$ cat config.mk
export PLATFORM = sky130hd
export DESIGN_NAME = ewc_ram
export DESIGN_NICKNAME = d
export VERILOG_FILES = /design/src/design/ewc_ram.sv
export SDC_FILE = /design/constraint.sdc
export NUM_CORES = 1
export LEC_CHECK = 0
export BUFFER_PORTS_ARGS = -buffer_cell sky130_fd_sc_hd__buf_2
export CORE_ASPECT_RATIO = 1.75
export CORE_MARGIN = 2
export CORE_UTILIZATION = 60
export CTS_BUF_LIST = sky130_fd_sc_hd__clkbuf_4 sky130_fd_sc_hd__clkbuf_8
export CTS_CLUSTER_DIAMETER = 100
export DETAILED_ROUTE_END_ITERATION = 8
export PLACE_DENSITY = 0.87
export SYNTH_ARGS = -nofsm -noshare
export SYNTH_HDL_FRONTEND = slang
export SYNTH_SLANG_ARGS = --single-unit
$ cat constraint.sdc
create_clock -name clk -period 2.05 [get_ports clk]
set_input_delay 0.205 -clock clk [delete_from_list [all_inputs] [get_ports clk]]
set_output_delay 0.205 -clock clk [all_outputs]
set_load 0.005 [all_outputs]
$ cat src/design/ewc_ram.sv
// Generic simple dual-port RAM with registered read.
`default_nettype none
module ewc_ram #(
  parameter int WIDTH = 8,
  parameter int DEPTH = 16
) (
  input  wire logic                     clk,
  input  wire logic                     we,
  input  wire logic [$clog2(DEPTH)-1:0] waddr,
  input  wire logic [WIDTH-1:0]         wdata,
  input  wire logic [$clog2(DEPTH)-1:0] raddr,
  output logic      [WIDTH-1:0]         rdata
);

  logic [WIDTH-1:0] mem [DEPTH];

  always_ff @(posedge clk) begin
    if (we) begin
      mem[waddr] <= wdata;
    end
    rdata <= mem[raddr];
  end

endmodule
`default_nettype wire

# Yosys cells after proc, flatten, opt, wreduce, memory -nomap -nowiden
# Memories as Yosys holds them, arrays and structs flattened. A register that Yosys moved wholly into a read port is not among the register bits.
# Index checks and enable logic that the tools add are counted.
# totals
memories	1
regBits	0
wordCells	3
ram_bits	128
output_inout_bits	8
# memory_table
memory	depth	width	read_ports	rd_clocked_by_memory_dff	write_ports	line_no	rtl
mem	16	8	1	1	1	15	logic [WIDTH-1:0] mem [DEPTH];
# classes
muxes	2
# ops
operator	n
1-bit two-way mux	2

# Logic depth before layout (Yosys ltp)
# depth
word_depth	2
depth_mapped	5

# Worst setup path after synthesis
# OpenSTA, ideal clock, no wires.
# synth_timing
path_kind	input -> register
start	input port waddr[2]
end	memory mem[0][0] (enable)
required_time_ns	1.667
t_arrival_ns	1.315
cell_stages	2
path_slack_ns	0.352
path_buffers	0
setup_time_ns	0.383
cell_sequence	or3b_2 > nor3_1
# synth_lines
element	line_no	rtl
start, declared	9	input wire logic [$clog2(DEPTH)-1:0] waddr,
end, declared	15	
# Straight into the memory's write port.

==> flow_summary.ini <==
[logic_synthesis]
synth_xor_area_frac = 0
ys_top_cells_by_area = edfxtp_1 (75%), mux4_2 (7.9%), mux4_1 (7.1%), dfxtp_1 (3.1%), a22oi_1 (2.3%)
synth_fa_ha_area_frac = 0
postSynth.asyncResetShare = 0
ys_seq_area_frac = 0.778
synth_cell_types = 19
synth_top_family_by_area = multiplexers
synth-simple-area-share = 0.0318
muxShareOfSynthArea = 0.150
synth_most_common_cell = edfxtp_1
synth_enable_flop_cells = 128
synth_top_area_share = 0.747
netlist_area_um2 = 5150
synth_common_cells = edfxtp_1 (128), mux4_2 (18), a22oi_1 (16)
synth_seq_cells = 136
syn-instance-count = 229
synth-compound-area-share = 0.0233
yosys.area.top_type = edfxtp_1
syn_avg_cell_area_um2 = 22.5
yosys_warnings = 0
synthFlopType = edfxtp_1
syn_nets = 247

[sta]
fin_worst_skew_ns = 0.00967
fin_hold_ws_ns = 0.120
fmax_ghz = 0.750
rsz0062_at_grt = no
min_period_over_period = 0.650
finalSetupViolCount = 0
tns_ns = 0
relSlewSlack = 0.528
finalCriticalPeriod_ns = 1.33
tightestPinTransition_ns = 0.705
slew_viol_final = 0
setup_ws_ns = 0.717
finalHoldViolCount = 0

[placement]
dp.cells = 378
place.gp.congestion = 0.757
dp_slack_ns = 0.397
placed_area_um2 = 5500
port_buffers = 25
dp_hpwl_mm = 5.87

[min_path]
holdPathEnd = mem[3][2]
min_path_cells = 1
min_path_type = primary input to register
hp-start = wdata[2]

[detailed_routing]
drtAntennaViolNets = 0
wl_per_cell_um = 21.8
wirelength_mm = 8.93
first_pass_iters = 4
drt-initial-drc-count = 331
vias = 2396
drc = 0
routed_via_density = 5.84

[setup_path]
reg2reg_slack_ns = 0.72
rr_endpoint = rdata[4]
cpPeakStageDelay_ns = 0.46
path_depth = 3
crit_chain = mux4_2, a22oi_1, nand2_1
worstSetupStartpointType = register
end_kind = register
path_class = register to register
cp_num_buf_inv = 0
path_delay_family = multiplexers
critPathSlowestCell = mux4_2
cp.required_ns = 2.38
cp.arrival_ns = 1.66
r2r-start = mem[2][4]
path_max_fanout = 1
rr_worst_depth = 3

[global_route]
grt_pass1_vias = 2513
antenna_found_initial = 0
grt_pass1_wl_mm = 14.0
gr-total-overflow = 0
globalRouteTotalUtil = 0.222
grt_max_degree = 33

[run_status]
status = finished, final reports clean

[final_layout]
design_area_um2 = 5930
final_cell_count_no_fill = 410
syn_to_final_growth_pct = 15.2
fillers = 474
diodes = 0
drive_above_1_share = 0.322
nNetsFinal = 300
final_core_util = 0.713

[cts]
cts_buffers = 17
post_cts_buffers = 0
cts_hold_buf = 0
cts_sinks = 136
clockBufferDepth = 2
cts_tree = done
clk_latency_ns = 0.45
postCtsResizedCells = 0
ctsHtreeMaxLevel = 4
cts_root_buf = clkbuf_8
clk_pin_slew_worst_paths_ns = 0.08

[die]
core_um2 = 8310
io_pins = 26
rows = 44
die_area_um2 = 9370
die_w_um = 74.0
fp.dieH_um = 127
initial_core_util = 0.619

[power_and_ir_drop]
irDropWorstVdd_v = 0.00100
switchingPower_mw = 1.19
p_sw_frac = 0.209
power_leakage_nw = 2.00
power.internal_mw = 4.50
finalPower_mw = 5.69
power_frac_seq = 0.549
p_clk_frac = 0.403
combPwrFrac = 0.048
pwr_density_cell_nw_per_um2 = 959

[run]
drv_cap = 0
==> worst max path at each step <==
stage | from | slack (ns) | endpoint
4_1_cts | mem[2][4] | 0.71 | rdata[4]
6_report | mem[2][4] | 0.72 | rdata[4]
3_5_place_dp | waddr[2] | 0.40 | mem[1][3]
3_3_place_gp | raddr[0] | 0.42 | rdata[4]
5_1_grt | mem[2][4] | 0.66 | rdata[4]
2_1_floorplan | waddr[2] | 0.35 | mem[0][0]
==> sequential cells by signal, summed over array words and instances (netlist names) <==
name and count:
mem 128, rdata 8
==> per-layer routing <==
layer  wire [um]  share of wire  vias to the layer above  global-route usage
li1            -              -                     1078                   -
met2        4910           0.55                       79               0.355
met3         488          0.055                       16              0.0659
met1        3360           0.38                     1223               0.280
met4         172          0.019                        0              0.0963
met5           0              0                        -                   0
==> placed cells by master (no fill, tap or decap) <==
cell type,count
clkinvlp_4,6
mux4_2,18
buf_4,17
edfxtp_1,128
nand3_1,1
clkinv_4,3
inv_6,1
and2_1,1
a22oi_1,16
nor3_1,4
nor2_1,13
bufinv_16,3
nand2b_1,2
or3b_2,1
nor2b_1,1
mux4_1,14
nand3b_1,2
nand2_1,9
and2b_1,1
clkbuf_8,19
buf_12,2
dfxtp_1,8
buf_2,25
==> power by group through the flow <==
stage          combinational, mW  sequential [mW]  clock (mW)
6_report                   0.274             3.12        2.29
5_1_grt                    0.302             3.13        2.43
4_1_cts                    0.280             3.12        2.33
3_5_place_dp               0.279             3.18           0
3_3_place_gp               0.268             3.18           0
2_1_floorplan              0.158             3.18           0
==> area by class of cell <==
| cell class | instances | area (um2) | area share |
|---|---|---|---|
| clock buffers | 19 | 262 | 0.0441 |
| clock inverters | 13 | 170 | 0.0287 |
| multi-input cells | 83 | 1060 | 0.178 |
| flip-flops and latches | 136 | 4000 | 0.675 |
| well taps | 115 | 144 | 0.0243 |
| repair buffers | 44 | 293 | 0.0494 |
==> logic make-up (layout without fill, tap and decap cells) <==
kind of cell	count (synthesis)	in the layout
mux	32	32
flops	136	136
simple gates	35	35
compound gates	16	16
buf+inv	10	76
(Power assumes the default switching activity.)
