<file path="config.mk">
export PLATFORM = sky130hd
export DESIGN_NAME = ewc_axis
export DESIGN_NICKNAME = d
export VERILOG_FILES = /design/src/design/ewc_pkg.sv /design/src/design/ewc_axis.sv
export SDC_FILE = /design/constraint.sdc
export NUM_CORES = 1
export LEC_CHECK = 0
export ABC_AREA = 1
export BUFFER_PORTS_ARGS = -buffer_cell sky130_fd_sc_hd__buf_2
export CORE_ASPECT_RATIO = 0.8
export CORE_MARGIN = 1
export CORE_UTILIZATION = 30
export DETAILED_ROUTE_END_ITERATION = 8
export SYNTH_ARGS = -nofsm -noshare
export SYNTH_HDL_FRONTEND = slang
export SYNTH_SLANG_ARGS = --single-unit
</file>
<file path="constraint.sdc">
create_clock -name vclk -period 2.3
set_input_delay 0.23 -clock vclk [all_inputs]
set_output_delay 0.23 -clock vclk [all_outputs]
set_load 0.02 [all_outputs]
</file>
<file path="src/design/ewc_pkg.sv">
// Package with the types, constants and sizes of the correction lookup unit.
`default_nettype none
package ewc_pkg;

  localparam int TABLE_SIZE = 32;
  localparam int HALF_W     = $clog2(TABLE_SIZE / 2 + 1);
  localparam int CELL_W     = $clog2(TABLE_SIZE);
  localparam int ADDR_W     = 3 * HALF_W;
  localparam int BANK_DEPTH = 1 << ADDR_W;
  localparam int NUM_BANKS  = 8;
  localparam int RES_LAT    = 10;

  localparam logic [31:0] SCALE_RESET = 32'd4194304;
  localparam logic [16:0] ONE_Q16     = 17'd65536;

  typedef enum logic {
    OP_WRITE = 1'b0,
    OP_QUERY = 1'b1
  } op_t;

  typedef struct packed {
    op_t                op;
    logic [5:0]         grid_i;
    logic [5:0]         grid_j;
    logic [5:0]         grid_k;
    logic signed [31:0] entry_x;
    logic signed [31:0] entry_y;
    logic signed [31:0] entry_z;
    logic signed [31:0] pos_x;
    logic signed [31:0] pos_y;
    logic signed [31:0] pos_z;
  } cmd_t;

  typedef struct packed {
    logic signed [31:0] corr_x;
    logic signed [31:0] corr_y;
    logic signed [31:0] corr_z;
  } res_t;

  typedef struct packed {
    logic signed [31:0] z;
    logic signed [31:0] y;
    logic signed [31:0] x;
  } entry_t;

  localparam int ENTRY_W = $bits(entry_t);

  // Query control handed from the address stage to the blend pipeline.
  // Index 0 of each array is the x axis.
  typedef struct packed {
    logic            valid;
    logic [2:0]      nonneg;
    logic [2:0]      par;
    logic [2:0][16:0] w_lo;
    logic [2:0][16:0] w_hi;
  } blend_ctl_t;

endpackage
`default_nettype wire

</file>
<file path="src/design/ewc_axis.sv">
// Splits one scaled coordinate into a clamped cell index and a Q.16 fraction.
`default_nettype none
module ewc_axis (
  input  wire logic [63:0]                 u,
  output logic      [ewc_pkg::CELL_W-1:0]  cidx,
  output logic      [16:0]                 frac
);

  localparam logic [63:0] EDGE_BASE = 64'(ewc_pkg::TABLE_SIZE - 1) << 32;

  logic [63:0] rest;
  logic [47:0] f;

  always_comb begin
    rest = u - EDGE_BASE;
    f    = rest[63:16];
    if (u[63:32] >= 32'(ewc_pkg::TABLE_SIZE)) begin
      // Past the far edge: stay in the last cell and saturate the fraction.
      cidx = ewc_pkg::CELL_W'(ewc_pkg::TABLE_SIZE - 1);
      frac = (f > 48'(ewc_pkg::ONE_Q16)) ? ewc_pkg::ONE_Q16 : f[16:0];
    end else begin
      cidx = u[32 +: ewc_pkg::CELL_W];
      frac = {1'b0, u[31:16]};
    end
  end

endmodule
`default_nettype wire

</file>
* Word level (Yosys, flattened, before mapping)
Cells that the tools add are included.
** Cells by class
- Add/sub/neg operators :: 1
- Order comparisons :: 2
- Muxes and demuxes :: 3
** Operator list (number)
- 64-bit by 37-bit subtractor with 64-bit output (second input constant) :: 1
- 48-bit by 17-bit > comparator with 1-bit output (second input constant) :: 1
- 17-bit two-way mux :: 2
- 32-bit by 6-bit >= comparator with 1-bit output (second input constant) :: 1
- 5-bit two-way mux :: 1
** Storage, ports and cells
- Flip-flop bits (word level) :: 0
- Bits of input ports :: 64
- Output and inout port bits :: 22
- Word-level logic and storage cells :: 6

* Depth between registers and ports, before layout
Gate-level depths: netlist (run 1).
- Depth in word-level cells :: 4
- Mapped depth :: 14
- Depth with buffers taken out :: 13

* Worst setup path before layout (run 1)
OpenSTA, ideal clock, no wires.
- Path kind :: input to output
- Start point :: in u[40]
- End point :: out frac[10]
- Arrival :: 1.673 ns
- Required time :: 2.070 ns
- Path slack :: 0.397 ns
- Cell stages on the path :: 12
- Path buffers :: 1
- Cell sequence :: nor2_1 nand2_1 nor2_4 nand2_1 nor2_1 nor2_1 nor2_1 nand3_2 nor2_4 nand2_4 buf_6 a21oi_2
** On the way
- Word-level cells in the longest chain between the ends :: 4
- Elaborated cells between the ends (all ways) :: 5
- Those cells by class :: add/sub (1); order compare (2); mux (2)
** Ends and longest elaborated chain
- from (decl) :: RTL line ewc_axis.sv:4 : input wire logic [63:0] u,
- 64-bit by 37-bit subtractor with 64-bit output :: RTL line ewc_axis.sv:15 : rest = u - EDGE_BASE;
- 48-bit by 17-bit > comparator with 1-bit output :: RTL line ewc_axis.sv:20 : frac = (f > 48'(ewc_pkg::ONE_Q16)) ? ewc_pkg::ONE_Q16 : f[16:0];
- 17-bit two-way mux :: RTL line ewc_axis.sv:20
- 17-bit two-way mux (*) :: RTL line ewc_axis.sv:17 : if (u[63:32] >= 32'(ewc_pkg::TABLE_SIZE)) begin
- to (decl) :: RTL line ewc_axis.sv:6 : output logic [16:0] frac
Every way passes the cells marked *; elsewhere a longest branch is shown, timed or not.

* Worst setup path after layout (run 1)
- Start point :: in u[35]
- End point :: out frac[5]
Same word-level chain as after synthesis.

==> flow_summary_export.csv, run 1 <==
group,metric,value,unit
drt,avgRoutedWirePerCell,11.8,um
drt,drt-total-wl,4690,um
grt,antenna_found_initial,0,
grt,grt_pass1_vias,1435,
worst_hold_path,min_path_type,"input port to primary output",
drt,firstDrtPassIters,4,
setup_path,cp_num_buf_inv,4,
timing,post-route-min-period,2.24,ns
setup_path,arrival,2.01,ns
worst_hold_path,hp-start,"u[33]",
synthesis,syn-num-nets,331,
die,die_w,74.1,um
cts,hold_buffers,0,
drt,viasPerCell,4.77,
drt,drt_iter0_markers,54,
setup_path,worst_ep_required_time,2.07,ns
place,portBuffers,70,
setup_path,crit_slowest_cell,"nor2_4",
finish,seqCellArea,0,sq um
setup_path,max_stage_delay,0.19,ns
synthesis,yosysWarnings,0,
place,place_ws,0.0182,ns
synthesis,ys_seq_area_frac,0,
timing,setup_viol,0,
timing,rsz0062_at_grt,"true",
finish,antenna_cells,0,
die,dieHeight,59.7,um
grt,grt_use_total,0.180,
synthesis,synthesis.area,1250,sq um
timing,max-slew-margin-rel,0.824,
finish,layout.cells.non_filler,398,
pwr,power_density,99.0,nW/um^2
finish,nFlopsAndLatches,0,
timing,timing.final.crit_share,0.975,
grt,grt_pass1_wl,6330,um
timing,finalMaxSlewViolations,0,
finish,areaGrowthSynthToFinish,65.6,%
place,place_congestion,0.920,
setup_path,crit_fanout,8,
finish,fill_cells,436,
timing,max_slew.worst_pin.slew,0.262,ns
drt,final_antenna_net_count,0,
synthesis,yosysTopAreaCellShare,0.232,
finish,layout-drive-gt1-share,0.478,
synthesis,ys_types,22,
worst_hold_path,holdPathEnd,"cidx[1]",
synthesis,synth_top_cell_by_area,"nand2_1",
setup_path,crit_path_end_kind,"primary output",
synthesis,synth_commonest_cells,"nand2_1 (77), nor2_1 (61), inv_1 (43), nand3_1 (23), a21oi_2 (10)",
setup_path,critPathKind,"input port to primary output",
drt,num_vias,1897,
timing,finalSetupTns,0,ns
die,fp-row-count,20,
die,io_pins,86,
setup_path,critPathTopFamily,"simple AND/OR/NAND/NOR gates",
finish,fin_nets,409,
finish,fin_area,2070,sq um
synthesis,synth.most_common_cell,"nand2_1",
synthesis,avgSynthCellArea,4.67,sq um
pwr,peakVddDrop,65.2,uV
die,core-area,3880,sq um
grt,overflow,0,
die,start_util,0.322,
die,dieArea,4420,sq um
timing,setup_ws,0.0584,ns
timing,holdWs,0.786,ns
timing,max_freq,446,MHz
synthesis,syn_inst,267,
finish,utilization,0.533,
setup_path,startpoint_type,"input port",
pwr,leakagePower,0.962,nW
timing,hold_violations,0,
job,drv_cap,0,
worst_hold_path,hold_depth,4,
pwr,total_power,205,uW
place,place_inst,390,
run_status,status,"finished, final reports clean",
place,dpl.hpwl,3530,um
finish,clkbuf_count,0,
drt,route.detailed.drc,0,
synthesis,synth_area_leaders,"nand2_1 (23%), nor2_1 (18%), inv_1 (13%), nand3_1 (9.2%), a21oi_2 (7.0%)",
place,post_dp_cell_area,1660,sq um
setup_path,path_cells,"buf_2 -> nand2_2 -> nor2_4 -> nand2_8 -> buf_8 -> buf_4 -> nand3b_1 -> nand3_2 -> nor2_2 -> nand3_2 -> nor2_4 -> nand2_4 -> a21oi_2 -> buf_4",
grt,grt_max_degree,19,
==> cells by family after synthesis <==
group / Yosys count / share of synthesized area
buffers and inverters: 48 / 0.156
AND/OR/NAND/NOR: 191 / 0.701
AO/OA/AOI/OAI: 28 / 0.142
==> per-layer routing <==
layer | part of all wire | vias to the layer above | track usage
met3 | 0.047 | 2 | 0
met1 | 0.46 | 839 | 0.273
li1 | - | 993 | -
met4 | 0.0041 | 0 | 0.00824
met2 | 0.49 | 63 | 0.299
met5 | 0 | - | 0
==> cell type report <==
type | count | area (sq um) | share of cell area
Tap cell | 55 | 68.8 | 0.0333
Inverter | 44 | 165 | 0.0800
Timing Repair Buffer | 79 | 526 | 0.254
Multi-Input combinational cell | 220 | 1310 | 0.632
==> how the worst max path moves through the flow <==
stage / start / endpoint / slack, ns / cells past startpoint
finish: u[35] / frac[5] / 0.06 / 14
floorplan: u[40] / frac[10] / 0.40 / 12
detailed placement: u[42] / frac[4] / 0.02 / 13
global route: u[49] / frac[5] / -0.1 / 13
CTS: u[42] / frac[4] / 0.007 / 13
global placement: u[42] / frac[1] / 0.002 / 13
==> power breakdown <==
group / switching (mW) / total [mW] / internal, mW
logic: 0.122 / 0.205 / 0.0821
registers: 0 / 0 / 0
clock network: 0 / 0 / 0
total: 0.122 / 0.205 / 0.0821
==> cell usage in the layout (no fill, tap or decap), drive strengths merged <==
cell type and count:
nor4 2, nor3 1, buf 79, nor2 69, inv 44, a21oi 18
or2 3, o21ai 10, nand2 84, nand4 4, and2 2, nand3 25
nand3b 2
==> what timing repair did <==
action | in CTS | in global routing
setup buffers | 0 | 7
endpoints found under the setup margin | 0 | 16
gates resized for setup | 0 | 103
Note: power is estimated with default switching activity, not from simulation.
==> inputs of run 2 (changes only) <==
--- a/config.mk
+++ b/config.mk
@@ -9,8 +9,10 @@
 export BUFFER_PORTS_ARGS = -buffer_cell sky130_fd_sc_hd__buf_2
 export CORE_ASPECT_RATIO = 0.8
 export CORE_MARGIN = 1
-export CORE_UTILIZATION = 30
+export CORE_UTILIZATION = 38
 export DETAILED_ROUTE_END_ITERATION = 8
+export PLACE_DENSITY = 0.75
+export SETUP_SLACK_MARGIN = 0.2
 export SYNTH_ARGS = -nofsm -noshare
 export SYNTH_HDL_FRONTEND = slang
 export SYNTH_SLANG_ARGS = --single-unit
==> run 2 against run 1 <==
  * Design area grew 7.9%
  * Critical endpoint is now frac[15]
  * Sequential cell count unchanged
  * Via count grew 4.0%
  * Final cell count fell by 1.3%
  * Die area fell by 20%
  * Combinational power increased by 13%
  * Routed wire length up 9.8%
  * Critical path depth stayed put
  * Core utilization up 18 points
  * Worst setup slack got worse by 0.041 ns
  * Sequential share of layout area is the same
  * Largest power group unchanged
==> flow_summary_export.csv, run 2 (synthesis results as in run 1) <==
group,metric,value,unit
run_status,status,"finished, final reports clean",
die,fp-row-count,18,
finish,antenna_cells,0,
die,dieArea,3520,sq um
setup_path,cp_num_buf_inv,3,
drt,final_antenna_net_count,0,
finish,fin_nets,419,
timing,hold_violations,0,
drt,avgRoutedWirePerCell,13.1,um
timing,max_freq,438,MHz
place,place_ws,0.0367,ns
timing,rsz0062_at_grt,"true",
worst_hold_path,min_path_type,"input port to primary output",
setup_path,critPathKind,"input port to primary output",
finish,fin_area,2230,sq um
setup_path,path_cells,"buf_8 -> nor2_4 -> nand2_2 -> nor2_4 -> buf_4 -> nand3_2 -> nand2_1 -> nand3_2 -> nor2_4 -> nand3_2 -> nor2_4 -> nand2_4 -> a21oi_2 -> buf_4",
place,dpl.hpwl,3400,um
setup_path,worst_ep_required_time,2.07,ns
die,io_pins,86,
setup_path,startpoint_type,"input port",
finish,layout_common_cells,"nand2_1 (61), buf_2 (43), inv_1 (40)",
setup_path,crit_slowest_cell,"nor2_4",
finish,layout_commonest_cell,"nand2_1",
timing,timing.final.crit_share,0.992,
worst_hold_path,hold_depth,4,
timing,max-slew-margin-rel,0.769,
grt,grt_pass1_wl,7740,um
place,place_inst,380,
finish,fill_cells,282,
drt,firstDrtPassIters,4,
timing,setup_viol,0,
worst_hold_path,hp-start,"u[24]",
grt,grt_use_total,0.286,
drt,viasPerCell,5.02,
drt,drt_iter0_markers,113,
timing,setup_ws,0.0174,ns
setup_path,arrival,2.05,ns
finish,utilization,0.717,
finish,seqCellArea,0,sq um
finish,multi_input_area,1380,sq um
place,portBuffers,70,
job,drv_cap,0,
finish,nFlopsAndLatches,0,
grt,antenna_found_initial,0,
die,die_w,66.1,um
drt,drt-total-wl,5150,um
die,core-area,3110,sq um
setup_path,critPathTopFamily,"simple AND/OR/NAND/NOR gates",
setup_path,crit_path_end_kind,"primary output",
place,post_dp_cell_area,1670,sq um
timing,post-route-min-period,2.28,ns
finish,layout-drive-gt1-share,0.516,
grt,grt_pass1_vias,1787,
pwr,power_density,103,nW/um^2
finish,clkbuf_count,0,
timing,finalMaxSlewViolations,0,
pwr,leakagePower,1.04,nW
timing,max_slew.worst_pin.slew,0.343,ns
grt,overflow,0,
cts,hold_buffers,0,
drt,route.detailed.drc,0,
finish,layout.cells.non_filler,393,
grt,grt_max_degree,12,
pwr,peakVddDrop,57.2,uV
die,dieHeight,53.2,um
setup_path,worst_path_most_repeated_cell,"nor2_4",
finish,areaGrowthSynthToFinish,78.7,%
drt,num_vias,1972,
worst_hold_path,holdPathEnd,"frac[8]",
place,place_congestion,0.927,
die,start_util,0.401,
setup_path,crit_fanout,8,
setup_path,max_stage_delay,0.19,ns
[run 2: worst max-delay path by stage]
| stage | start | end | slack, ns | cells after the start |
|---|---|---|---|---|
| finish | u[37] | frac[15] | 0.02 | 14 |
| global route | u[53] | frac[15] | -0.05 | 13 |
| CTS | u[41] | frac[13] | 0.14 | 13 |
| detailed placement | u[40] | frac[0] | 0.04 | 13 |
| global placement | u[37] | frac[5] | 0.06 | 13 |
| floorplan | u[40] | frac[10] | 0.40 | 12 |
[run 2: area by class of cell]
type	count	area share
tap	40	0.0224
inverter	44	0.0741
timing repair buffer	89	0.285
multi-input combinational	220	0.618
[run 2: per-stage QoR]
step | setup TNS, ns | hold WS (ns) | power [mW]
3_5_place_dp | 0 | 0.782 | 0.160
5_1_grt | -0.229 | 0.816 | 0.252
4_1_cts | 0 | 0.787 | 0.205
6_report | 0 | 0.794 | 0.231
2_1_floorplan | 0 | 0.561 | 0.0817
3_3_place_gp | 0 | 0.780 | 0.158
[run 2: routing by layer]
metal  GRT usage  vias up  part of all wire
met2       0.549       80              0.52
met4      0.0390        0             0.012
li1            -     1007                 -
met5           0        -                 0
met3      0.0108        6             0.062
met1       0.359      879              0.41
[run 2: report_power, final]
part / switching [mW] / internal (mW)
Sequential: 0 / 0
Combinational: 0.133 / 0.0976
Clock: 0 / 0
[run 2: repair_timing]
action                                  CTS  global route
resized for setup                       102            36
pin swaps                                45            20
endpoints found under the setup margin   16            20
cloned                                    1             0
setup buffers                             8             4
==> inputs of run 3 (changes only) <==
--- a/config.mk
+++ b/config.mk
@@ -9,9 +9,9 @@
 export BUFFER_PORTS_ARGS = -buffer_cell sky130_fd_sc_hd__buf_2
 export CORE_ASPECT_RATIO = 0.8
 export CORE_MARGIN = 1
-export CORE_UTILIZATION = 38
+export CORE_UTILIZATION = 44
 export DETAILED_ROUTE_END_ITERATION = 8
-export PLACE_DENSITY = 0.75
+export PLACE_DENSITY = 0.89
 export SETUP_SLACK_MARGIN = 0.2
 export SYNTH_ARGS = -nofsm -noshare
 export SYNTH_HDL_FRONTEND = slang
==> run 3 against run 2 <==
  * The run now ends with negative setup slack left
  * Total power fell by 0.51%
  * Sequential cell count did not move
  * Non-clock buffer count fell by 10
  * Sequential share of layout area did not move
  * Via count rose by 12%
  * Global-route usage rose by 2.4 points
  * First-iteration DRC count rose by 83%
  * Fmax fell by 1.5%
  * Design area fell by 6.5%
  * Critical path type unchanged
  * Critical endpoint is now frac[14]
  * Largest cell class unchanged
==> flow_summary_export.csv, run 3 (synthesis results as in run 1) <==
group,metric,value,unit
setup_path,startpoint_type,"input port",
finish,clkbuf_count,0,
grt,grt_pass1_vias,1727,
die,core-area,2560,sq um
pwr,peakVddDrop,90.9,uV
timing,max_freq,432,MHz
timing,hold_violations,0,
drt,route.detailed.drc,0,
worst_hold_path,min_path_type,"input port to primary output",
timing,max_slew.worst_pin.slew,0.288,ns
timing,max-slew-margin-rel,0.808,
die,fp-row-count,16,
cts,hold_buffers,0,
place,dpl.hpwl,3470,um
setup_path,worst_path_most_repeated_cell,"nand2_1",
finish,antenna_cells,0,
grt,overflow,0,
drt,firstDrtPassIters,5,
setup_path,cp_num_buf_inv,2,
die,dieHeight,49.6,um
finish,utilization,0.814,
setup_path,path_depth,13,
setup_path,arrival,2.09,ns
finish,layout_commonest_cell,"nand2_1",
grt,grt_use_total,0.310,
drt,drt_iter0_markers,207,
setup_path,crit_path_end_kind,"primary output",
die,die_w,61.5,um
timing,setup_ws,-0.0171,ns
setup_path,worst_ep_required_time,2.07,ns
setup_path,critPathKind,"input port to primary output",
drt,final_antenna_net_count,0,
drt,num_vias,2201,
setup_path,worstSetupEndpoint,"frac[14]",
setup_path,path_cells,"buf_2 -> nor2_1 -> nand2_1 -> nor2_4 -> nand4_1 -> nand2_1 -> nand2_1 -> nor2_1 -> nand2_1 -> nor2_4 -> nand2_4 -> a21oi_2 -> buf_4",
run_status,status,"complete, but fails checks",
die,start_util,0.487,
timing,finalMaxSlewViolations,0,
setup_path,max_stage_delay,0.21,ns
finish,layout_common_cells,"nand2_1 (61), buf_2 (49), inv_1 (41)",
timing,timing.final.crit_share,1.01,
job,drv_cap,0,
finish,layout-drive-gt1-share,0.501,
grt,antenna_found_initial,0,
setup_path,worstSetupStartpoint,"u[49]",
finish,nFlopsAndLatches,0,
run_status,failed_checks,"negative setup slack",
timing,rsz0062_at_grt,"true",
finish,fill_cells,184,
die,dieArea,3050,sq um
pwr,total_power,229,uW
timing,holdWs,0.794,ns
timing,post-route-min-period,2.32,ns
place,place_congestion,0.947,
setup_path,crit_slowest_cell,"nor2_4",
drt,drt-total-wl,5990,um
pwr,leakagePower,0.968,nW
setup_path,critPathTopFamily,"simple AND/OR/NAND/NOR gates",
drt,avgRoutedWirePerCell,15.7,um
drt,viasPerCell,5.78,
place,portBuffers,70,
finish,fin_nets,411,
finish,seqCellArea,0,sq um
die,io_pins,86,
finish,areaGrowthSynthToFinish,67.2,%
grt,grt_max_degree,19,
setup_path,crit_fanout,8,
pwr,power_density,110,nW/um^2
grt,grt_pass1_wl,7370,um
timing,setup_viol,6,
==> run 3: cell type report <==
type                       count  area [sq um]  area share
inverter                      44           165      0.0792
multi-input combinational    222          1390       0.665
tap                           36          45.0      0.0216
timing repair buffer          79           489       0.235
==> run 3: stage by stage <==
stage	instances	setup TNS [ns]	worst slack, ns	instance area, sq um
3_3_place_gp	371	0	0.0684	1630
5_1_grt	381	-1.75	-0.148	2090
2_1_floorplan	267	0	0.397	1250
4_1_cts	376	0	0.117	1810
3_5_place_dp	371	0	0.0310	1630
6_report	381	-0.0407	-0.0171	2090
==> run 3: worst min path at each step <==
| stage | start | endpoint | slack, ns | cells after the start |
|---|---|---|---|---|
| floorplan | u[28] | frac[12] | 0.56 | 2 |
| global placement | u[21] | frac[5] | 0.78 | 4 |
| detailed placement | u[17] | frac[1] | 0.78 | 4 |
| CTS | u[17] | frac[1] | 0.78 | 4 |
| global route | u[35] | cidx[3] | 0.81 | 3 |
| finish | u[35] | cidx[3] | 0.79 | 3 |
==> run 3: layer usage <==
layer | global-route usage | share of wire | vias to the layer above
met5 | 0 | 0 | -
met4 | 0.0963 | 0.049 | 0
met3 | 0.0262 | 0.14 | 39
met2 | 0.513 | 0.48 | 196
met1 | 0.416 | 0.34 | 981
li1 | - | - | 985
==> run 3: worst min-delay path: cells and delay by family <==
| family | cells | cell delay (ns) |
|---|---|---|
| buffers and inverters | 2 | 0.24 |
| AND/OR/NAND/NOR | 1 | 0.10 |
==> run 3: power by group <==
group	internal (mW)	switching (mW)	total, mW	leakage (nW)
clock	0	0	0	0
sequential	0	0	0	0
combinational	0.0835	0.146	0.229	0.968
==> run 3: repair_timing <==
action	CTS	global route
buffers inserted	4	3
gates resized for setup	44	66
endpoints found under the setup margin	16	16
gates cloned	1	2
pin swaps	11	32
